$ cat config.mk
export PLATFORM = sky130hd
export DESIGN_NAME = filled_circle_span_generator
export DESIGN_NICKNAME = d
export VERILOG_FILES = /design/src/rtl/core/fcsg_pkg.sv /design/src/rtl/core/filled_circle_span_generator.sv /design/src/rtl/core/fcsg_isqrt.sv
export SDC_FILE = /design/constraint.sdc
export NUM_CORES = 1
export LEC_CHECK = 0
export ABC_AREA = 1
export BUFFER_PORTS_ARGS = -buffer_cell sky130_fd_sc_hd__buf_2
export CORE_UTILIZATION = 25
export CTS_CLUSTER_DIAMETER = 80
export DETAILED_ROUTE_END_ITERATION = 10
export PLACE_DENSITY = 0.39
export SKIP_CTS_REPAIR_TIMING = 1
export SLEW_MARGIN = 20
export SYNTH_ARGS = -nofsm -noshare
export SYNTH_HDL_FRONTEND = slang
export SYNTH_SLANG_ARGS = --single-unit
$ cat constraint.sdc
create_clock -name i_clk -period 8.92 [get_ports i_clk]
set_input_delay 0.446 -clock i_clk [delete_from_list [all_inputs] [get_ports i_clk]]
set_output_delay 0.446 -clock i_clk [all_outputs]
set_load 0.02 [all_outputs]
$ cat src/rtl/core/fcsg_pkg.sv
// ----------------------------------------------------------------------------
// fcsg_pkg
// Shared widths and codes of the filled circle span generator.
// ----------------------------------------------------------------------------
`default_nettype none

package fcsg_pkg;

    // field widths of the stream items
    localparam int CX_W    = 16;   // center column / row, signed
    localparam int RAD_W   = 14;   // radius field
    localparam int MASK_W  = 8;
    localparam int ROW_W   = 12;   // row field of a span
    localparam int SPAN_W  = 17;   // span ends, signed
    localparam int CFG_W   = 13;   // screen size registers
    localparam int WIDE_W  = 18;   // signed working width for cx +/- r

    localparam int IN_TDATA_W  = 56;
    localparam int OUT_TDATA_W = 56;

    // largest value a screen size register can hold
    localparam int CFG_MAX = (2 ** CFG_W) - 1;

    // configuration register indexes
    localparam int CFG_IDX_W = 2;
    localparam logic [CFG_IDX_W-1:0] CFG_SCREEN_WIDTH  = 2'd0;
    localparam logic [CFG_IDX_W-1:0] CFG_SCREEN_HEIGHT = 2'd1;

    // input item kinds (tuser)
    localparam logic CMD_START = 1'b0;
    localparam logic CMD_NEXT  = 1'b1;

    typedef logic signed [WIDE_W-1:0] t_wide;

endpackage

`default_nettype wire

$ cat src/rtl/core/filled_circle_span_generator.sv
// ----------------------------------------------------------------------------
// filled_circle_span_generator
// Emits the clipped horizontal spans of a filled circle, one row per item.
// ----------------------------------------------------------------------------
//
//  channel  | dir | handshake                   | contents
//  ---------+-----+-----------------------------+--------------------------------
//  s_axis   | in  | s_axis_tvalid/s_axis_tready | start or next-row item
//  m_axis   | out | m_axis_tvalid/m_axis_tready | span per active next-row item
//  cfg      | in  | i_cfg_valid/o_cfg_ready     | screen width / height writes
//
//  A next-row item: r +/- |dy| is registered at the accepting edge, then the
//  product goes into the root unit, which works out RADIUS_BITS (max 14) root
//  bits; then the done flag is raised and the span is clipped into the output
//  register, which opens the input again. Start and idle next leave it open.
//  Reset (synchronous, active low) clears the circle, idle, screen 320 x 256.
//  A stalled output holds the span; a next span waits and the input is refused.
//
`default_nettype none

module filled_circle_span_generator import fcsg_pkg::*; #(
    parameter int MAX_SCREEN_DIM = 4096,
    parameter int RADIUS_BITS    = 14
) (
    input  wire logic                   i_clk,
    input  wire logic                   i_rst_n,
    // cfg write channel
    input  wire logic                   i_cfg_valid,
    output logic                        o_cfg_ready,
    input  wire logic [CFG_IDX_W-1:0]   i_cfg_index,
    input  wire logic [CFG_W-1:0]       i_cfg_data,
    // input items
    input  wire logic                   s_axis_tvalid,
    output logic                        s_axis_tready,
    // center_x[15:0], center_y[31:16], radius[45:32], pixel_mask[53:46], zero
    input  wire logic [IN_TDATA_W-1:0]  s_axis_tdata,
    // cmd[0]
    input  wire logic [0:0]             s_axis_tuser,
    // result items
    output logic                        m_axis_tvalid,
    input  wire logic                   m_axis_tready,
    // row[11:0], span_start[28:12], span_end[45:29], mask_out[53:46], zero
    output logic [OUT_TDATA_W-1:0]      m_axis_tdata,
    // span_empty[0]
    output logic [0:0]                  m_axis_tuser,
    // last_row
    output logic                        m_axis_tlast
);

    // effective radius width: the field is only RAD_W bits wide
    localparam int RE = (RADIUS_BITS < RAD_W) ? RADIUS_BITS : RAD_W;
    localparam logic [CFG_W-1:0] DIM_CAP =
        CFG_W'((MAX_SCREEN_DIM > CFG_MAX) ? CFG_MAX : MAX_SCREEN_DIM);

    localparam logic [1:0] S_IDLE = 2'd0;
    localparam logic [1:0] S_MUL  = 2'd1;
    localparam logic [1:0] S_ROOT = 2'd2;
    localparam logic [1:0] S_OUT  = 2'd3;

    // config registers
    logic [CFG_W-1:0] r_scr_w, r_scr_h;
    logic [CFG_W-1:0] w_eff_w, w_eff_h;

    // circle state
    logic signed [CX_W-1:0] r_cx, r_cy;
    logic [RE-1:0]          r_rad;
    logic [MASK_W-1:0]      r_mask;
    logic [CFG_W-1:0]       r_row, r_end_row;
    logic                   r_active;

    // per-span work
    logic [1:0]        r_state, n_state;
    logic [RE:0]       r_sum;        // r + |dy|
    logic [RE-1:0]     r_diff;       // r - |dy|
    logic [2*RE-1:0]   w_prod;       // r*r - dy*dy
    logic [ROW_W-1:0]  r_span_row;
    logic              r_span_last;

    // output register
    logic                     r_out_valid;
    logic [ROW_W-1:0]         r_out_row;
    logic [SPAN_W-1:0]        r_out_x0, r_out_x1;
    logic                     r_out_empty;
    logic [MASK_W-1:0]        r_out_mask;
    logic                     r_out_last;

    // input fields
    logic                     w_cmd;
    logic signed [CX_W-1:0]   w_in_cx, w_in_cy;
    logic [RAD_W-1:0]         w_in_rad;
    logic [MASK_W-1:0]        w_in_mask;
    logic                     w_in_acc;

    // start geometry
    t_wide w_y0, w_y1, w_y0c, w_y1c, w_ylim;
    // row offset
    t_wide w_dy, w_ady;
    // span clipping
    logic [RE-1:0]            w_xx;
    logic                     w_root_done;
    t_wide w_x0, w_x1, w_x0c, w_x1c, w_wmax;
    logic                     w_load_out;

    assign w_cmd     = s_axis_tuser[0];
    assign w_in_cx   = s_axis_tdata[15:0];
    assign w_in_cy   = s_axis_tdata[31:16];
    assign w_in_rad  = s_axis_tdata[45:32];
    assign w_in_mask = s_axis_tdata[53:46];

    assign s_axis_tready = (r_state == S_IDLE);
    assign w_in_acc      = s_axis_tvalid && s_axis_tready;
    assign o_cfg_ready   = 1'b1;

    // oversized screen registers act as the cap
    assign w_eff_w = (r_scr_w > DIM_CAP) ? DIM_CAP : r_scr_w;
    assign w_eff_h = (r_scr_h > DIM_CAP) ? DIM_CAP : r_scr_h;

    // --- start: clip cy-r .. cy+r to the screen rows ---
    always_comb begin
        w_y0   = WIDE_W'(w_in_cy) - t_wide'({{(WIDE_W-RE){1'b0}}, w_in_rad[RE-1:0]});
        w_y1   = WIDE_W'(w_in_cy) + t_wide'({{(WIDE_W-RE){1'b0}}, w_in_rad[RE-1:0]});
        w_ylim = t_wide'({{(WIDE_W-CFG_W){1'b0}}, w_eff_h}) - t_wide'(1);
        w_y0c  = (w_y0 < 0) ? t_wide'(0) : w_y0;
        w_y1c  = (w_y1 > w_ylim) ? w_ylim : w_y1;
    end

    // --- next: |row - cy|, always <= r while a circle is active ---
    always_comb begin
        w_dy  = t_wide'({{(WIDE_W-CFG_W){1'b0}}, r_row}) - WIDE_W'(r_cy);
        w_ady = (w_dy < 0) ? -w_dy : w_dy;
    end

    always_ff @(posedge i_clk) begin
        if (!i_rst_n) begin
            r_scr_w <= CFG_W'(320);
            r_scr_h <= CFG_W'(256);
        end else if (i_cfg_valid) begin
            case (i_cfg_index)
                CFG_SCREEN_WIDTH:  r_scr_w <= i_cfg_data;
                CFG_SCREEN_HEIGHT: r_scr_h <= i_cfg_data;
                default: ;
            endcase
        end
    end

    always_ff @(posedge i_clk) begin
        if (!i_rst_n) begin
            r_cx      <= '0;
            r_cy      <= '0;
            r_rad     <= '0;
            r_mask    <= '0;
            r_row     <= '0;
            r_end_row <= '0;
            r_active  <= 1'b0;
        end else if (w_in_acc) begin
            if (w_cmd == CMD_START) begin
                r_cx      <= w_in_cx;
                r_cy      <= w_in_cy;
                r_rad     <= w_in_rad[RE-1:0];
                r_mask    <= w_in_mask;
                r_row     <= w_y0c[CFG_W-1:0];
                r_end_row <= w_y1c[CFG_W-1:0];
                r_active  <= (w_y0c <= w_y1c);
            end else if (r_active) begin
                if (r_row == r_end_row) begin
                    r_active <= 1'b0;
                end else begin
                    r_row <= r_row + 1'b1;
                end
            end
        end
    end

    // operands of r*r - dy*dy = (r + |dy|) * (r - |dy|)
    always_ff @(posedge i_clk) begin
        if (w_in_acc && (w_cmd == CMD_NEXT) && r_active) begin
            r_sum       <= {1'b0, r_rad} + (RE+1)'(w_ady[RE-1:0]);
            r_diff      <= r_rad - w_ady[RE-1:0];
            r_span_row  <= r_row[ROW_W-1:0];
            r_span_last <= (r_row == r_end_row);
        end
    end

    // sequencer
    always_comb begin
        n_state = r_state;
        case (r_state)
            S_IDLE: if (w_in_acc && (w_cmd == CMD_NEXT) && r_active) n_state = S_MUL;
            S_MUL:  n_state = S_ROOT;
            S_ROOT: if (w_root_done) n_state = S_OUT;
            S_OUT:  if (w_load_out) n_state = S_IDLE;
            default: n_state = S_IDLE;
        endcase
    end

    always_ff @(posedge i_clk) begin
        if (!i_rst_n) begin
            r_state <= S_IDLE;
        end else begin
            r_state <= n_state;
        end
    end

    // product fits 2*RE bits since |dy| <= r
    assign w_prod = (2*RE)'(r_sum) * (2*RE)'(r_diff);

    // product is registered as the radicand inside the root unit
    fcsg_isqrt #(
        .RB (RE)
    ) u_isqrt (
        .i_clk      (i_clk),
        .i_rst_n    (i_rst_n),
        .i_start    (r_state == S_MUL),
        .i_radicand (w_prod),
        .o_done     (w_root_done),
        .o_root     (w_xx)
    );

    // --- span ends, clipped to 0 .. width-1 ---
    always_comb begin
        w_x0   = WIDE_W'(r_cx) - t_wide'({{(WIDE_W-RE){1'b0}}, w_xx});
        w_x1   = WIDE_W'(r_cx) + t_wide'({{(WIDE_W-RE){1'b0}}, w_xx});
        w_wmax = t_wide'({{(WIDE_W-CFG_W){1'b0}}, w_eff_w}) - t_wide'(1);
        w_x0c  = (w_x0 < 0) ? t_wide'(0) : w_x0;
        w_x1c  = (w_x1 > w_wmax) ? w_wmax : w_x1;
    end

    assign w_load_out = (r_state == S_OUT) && (!r_out_valid || m_axis_tready);

    always_ff @(posedge i_clk) begin
        if (!i_rst_n) begin
            r_out_valid <= 1'b0;
        end else if (w_load_out) begin
            r_out_valid <= 1'b1;
        end else if (m_axis_tready) begin
            r_out_valid <= 1'b0;
        end
    end

    always_ff @(posedge i_clk) begin
        if (w_load_out) begin
            r_out_row   <= r_span_row;
            r_out_x0    <= w_x0c[SPAN_W-1:0];
            r_out_x1    <= w_x1c[SPAN_W-1:0];
            r_out_empty <= (w_x0c > w_x1c);
            r_out_mask  <= r_mask;
            r_out_last  <= r_span_last;
        end
    end

    assign m_axis_tvalid = r_out_valid;
    assign m_axis_tdata  = {2'b00, r_out_mask, r_out_x1, r_out_x0, r_out_row};
    assign m_axis_tuser  = r_out_empty;
    assign m_axis_tlast  = r_out_last;

endmodule

`default_nettype wire

$ cat src/rtl/core/fcsg_isqrt.sv
// ----------------------------------------------------------------------------
// fcsg_isqrt
// Digit-serial floor square root: two radicand bits in, one root bit out
// per cycle.
// ----------------------------------------------------------------------------
`default_nettype none

module fcsg_isqrt import fcsg_pkg::*; #(
    parameter int RB = 14
) (
    input  wire logic            i_clk,
    input  wire logic            i_rst_n,
    input  wire logic            i_start,
    input  wire logic [2*RB-1:0] i_radicand,
    output logic                 o_done,
    output logic [RB-1:0]        o_root
);

    localparam int RW = RB + 2;
    localparam int CW = $clog2(RB + 1);

    logic [2*RB-1:0] r_rad;
    logic [RW-1:0]   r_rem;
    logic [RB-1:0]   r_root;
    logic [CW-1:0]   r_cnt;
    logic            r_busy;
    logic            r_done;

    logic [RW-1:0]   w_shifted;
    logic [RW-1:0]   w_trial;
    logic            w_fit;

    assign w_shifted = {r_rem[RW-3:0], r_rad[2*RB-1 -: 2]};
    assign w_trial   = {r_root, 2'b01};
    assign w_fit     = (w_shifted >= w_trial);

    always_ff @(posedge i_clk) begin
        if (!i_rst_n) begin
            r_busy <= 1'b0;
            r_done <= 1'b0;
            r_cnt  <= '0;
        end else begin
            r_done <= 1'b0;
            if (i_start) begin
                r_busy <= 1'b1;
                r_cnt  <= CW'(RB);
            end else if (r_busy) begin
                r_cnt <= r_cnt - 1'b1;
                if (r_cnt == CW'(1)) begin
                    r_busy <= 1'b0;
                    r_done <= 1'b1;
                end
            end
        end
    end

    always_ff @(posedge i_clk) begin
        if (i_start) begin
            r_rad  <= i_radicand;
            r_rem  <= '0;
            r_root <= '0;
        end else if (r_busy) begin
            r_rad  <= {r_rad[2*RB-3:0], 2'b00};
            r_rem  <= w_fit ? (w_shifted - w_trial) : w_shifted;
            r_root <= {r_root[RB-2:0], w_fit};
        end
    end

    assign o_done = r_done;
    assign o_root = r_root;

endmodule

`default_nettype wire

==> summary.md <==
| Metric | Value |
|---|---|
| Fillers | `11.32k` |
| Crit path max fanout | `14` |
| ANT nets after route | `0` |
| Worst Hold Launch | `s_axis_tdata[51]` |
| Hold path cells | `3` |
| Clock transition at path regs | `0.06 ns` |
| Final Net Count | `3960` |
| Seq/Total Area, Yosys | `25.71%` |
| Initial DRC count | `1095` |
| Mapped Area | `25700 sq um` |
| Top cell type's share of synthesized area | `14.49%` |
| Worst r2r dst | `u_isqrt.r_rad[20]$_DFFE_PP_` |
| CTS max path bufs | `3` |
| Most common cell in the netlist | `nand2_1` |
| Most used flip-flop cell after synthesis | `dfxtp_1` |
| Die ar. | `104100 sq um` |
| Crit path top cell by count | `fa_1` |
| Crit path launch type | `flop` |
| Initial Utilization | `25.22%` |
| Met2 wire length | `36240 um` |
| Initial antenna violation count | `5` |
| Die Width | `322.6 um` |
| Critical path's slowest cell | `edfxtp_1` |
| Cells after Synth | `3370` |
| GP Congestion | `0.8353` |
| Via count | `21.15k` |
| Period utilisation layout | `71.74%` |
| TritonCTS clock tree | `yes` |
| Met3 WL post-DR | `2123 um` |
| Synthesis Warnings | `0` |
| Top cells by count, synth | `nand2_1, inv_1, ha_1, nor2_1, a21oi_1` |
| Final core utilization | `28.40%` |
| Post-synth EDFFs | `124` |
| Reg-to-Reg Start | `r_sum[6]$_DFFE_PP_` |
| Synth top area cells | `edfxtp_1, ha_1, fa_1` |
| Critical Path AT | `6.72 ns` |
| Top delay family on crit path | `adder cells` |
| All-Layer GR Usage | `15.41%` |
| Post-synth cell types | `61` |
| Core area | `101900 sq um` |
| I/O pin total | `138` |
| Setup-failing EPs final | `0` |
| Max Used Layer | `met5` |
| Die height | `322.6 um` |
| Largest stage delay on the critical path | `0.86 ns` |
| Max-Cap Viols | `0` |
| R2r setup slk | `2.52 ns` |
| Clock Latency Late Sink | `0.58 ns` |
| Register area | `6606 sq um` |
| DR pass1 iterations | `5` |
| Worst Skew | `0.03414 ns` |
| Largest net degree at the start of global routing | `65` |
| Row cnt | `117` |
| Max Slew Vio Count | `0` |
| Pre-CTS setup slack | `2.538 ns` |
| Routed Wire Length | `80030 um` |
| M1 WL | `40340 um` |
| Share of layout cells above drive strength 1 | `9.091%` |
| Fin. Hold Viols | `0` |
| RSZ-0062 raised after global routing | `false` |
| Dpl hpwl | `63810 um` |
| CP required | `9.25 ns` |
| Worst slew pin tran | `0.9885 ns` |
| CTS root buf | `clkbuf_16` |
| Vias in the first global route | `21.32k` |
| CP bufs+invs | `3` |
| Worst path cell trace | `nand2_1 > fa_1 > fa_1 > inv_1 > fa_1 > inv_1 > fa_1 > inv_1 > fa_1 > fa_1 > ha_1 > a21oi_1 > o21ai_0 > a21oi_1 > o21ai_0 > a21o_1 > or2_2 > nand3_1 > nand2_1` |
| Final TNS setup | `0 ns` |
| Max H-tree Level | `2` |
| Area delta synth->final | `12.63%` |
| DRC | `0` |
| Minimum clock period | `6.399 ns` |
| GR Overflow Total | `0` |
| Crit. End Element | `flop` |
| Syn avg cell area | `7.625 sq um` |
| CTS Buf Count | `39` |
| Crit Path Class | `reg2reg` |
| Vias/cell | `4.365` |
| Cell accounting for the most synthesized area | `edfxtp_1` |
| WL/cell | `16.52 um` |
| Clock Sink Count | `268` |
| Post-synth ARST share | `0%` |
| Hold Crit Class | `in2reg` |
| Multi-input logic area | `16320 sq um` |
| First-pass GRT wire length | `124400 um` |
| F_max | `0.1563 GHz` |
| R2R cell count | `19` |
| Hold endpoint | `r_mask[5]$_SDFFE_PN0P_` |
| Status | `finished clean` |
| #FFs+latches synth | `268` |
| Max_slew headroom | `34.03%` |
| Setup ws final | `2.521 ns` |
| I/O Buffers | `131` |
==> routing by layer <==
metal	track usage (%)	up-vias
met5	0	-
met4	3.259	6
met3	1.745	74
met2	25.15	241
met1	21.71	9927
li1	-	10899
==> worst register-to-register path, stage by stage (launching register included) <==
cell and delay (ns):
edfxtp_1 0.86, nand2_1 0.18, fa_1 0.54, fa_1 0.52, inv_1 0.05, fa_1 0.47
inv_1 0.06, fa_1 0.53, inv_1 0.05, fa_1 0.50, fa_1 0.49, ha_1 0.40
a21oi_1 0.33, o21ai_0 0.12, a21oi_1 0.17, o21ai_0 0.22, a21o_1 0.25, or2_2 0.27
nand3_1 0.07, nand2_1 0.06
==> how the worst max path moves through the flow <==
stage                                    start                     endpoint  slack [ns]  cells after the start
after floorplan             r_sum[0]$_DFFE_PP_  u_isqrt.r_rad[20]$_DFFE_PP_        3.00                     21
after global placement    r_diff[10]$_DFFE_PP_  u_isqrt.r_rad[20]$_DFFE_PP_        2.55                     19
after detailed placement  r_diff[10]$_DFFE_PP_  u_isqrt.r_rad[20]$_DFFE_PP_        2.54                     19
after CTS                 r_diff[10]$_DFFE_PP_  u_isqrt.r_rad[20]$_DFFE_PP_        2.53                     19
after global routing        r_sum[6]$_DFFE_PP_  u_isqrt.r_rad[20]$_DFFE_PP_        2.20                     21
final                       r_sum[6]$_DFFE_PP_  u_isqrt.r_rad[20]$_DFFE_PP_        2.52                     19
==> logic make-up (layout without fill, tap and decap cells) <==
family	Yosys count	after routing	share of synthesized area, %
fa+ha+maj	437	437	25.92
simple gates	1254	1254	20.80
compound gates	563	563	12.33
other cells	2	5	0.02923
flops	268	268	25.71
buf+inv	723	827	10.89
xor+xnor	123	123	4.309
==> stage by stage <==
step                instances  hold slack [ns]  area (sq um)
global route             4844          0.08691         28940
global placement         4773           0.4025         27680
detailed placement       4773           0.4062         27680
finish                   4845           0.1016         28940
floorplan                3372           0.4003         25700
CTS                      4844          0.06216         28940
==> layout make-up <==
| type | instances | share of cell area, % |
|---|---|---|
| multi-input combinational | 2381 | 56.41 |
| tap | 1368 | 5.914 |
| antenna | 1 | 0.008647 |
| inverter | 617 | 8.003 |
| clock buffer | 54 | 3.779 |
| clock inverter | 17 | 0.5793 |
| sequential | 268 | 22.83 |
| timing repair buffer | 139 | 2.482 |
==> cells in the final DEF, fill, tap and decap left out, types with 9 or more instances in the layout <==
cell type,netlist,routed
a31oi_1,22,22
nand2_1,716,716
edfxtp_1,124,124
a21oi_1,227,226
clkbuf_16,0,40
o211ai_1,10,10
o22ai_1,15,15
nor2_4,10,12
ha_1,278,278
nor4_1,9,9
nand3_1,111,111
buf_4,7,9
a21o_1,10,10
clkinv_1,5,9
inv_1,597,597
xor2_1,94,94
o21ai_2,19,19
inv_2,15,16
nor3_1,38,38
nor2_1,253,251
fa_1,159,159
o21bai_1,18,18
nand4_1,36,36
nor2_2,13,13
o21ai_1,13,13
nand2_2,23,23
or2_2,12,12
clkbuf_1,76,10
dfxtp_1,144,144
buf_2,14,130
o21ai_0,190,190
xnor2_1,25,25
==> sequential cells by signal, summed over array words and instances, names as in the netlist, 13 cells and up <==
register        flops
r_scr_w            13
u_isqrt.r_rad      28
r_end_row          13
r_rad              14
r_cx               16
r_row              13
u_isqrt.r_rem      14
r_out_x0           16
r_out_x1           17
r_scr_h            13
r_cy               16
r_diff             13
r_sum              15
u_isqrt.o_root     14
Power is not shown: default switching activity piles up to over one toggle a cycle in this logic, so the estimate is an artifact.
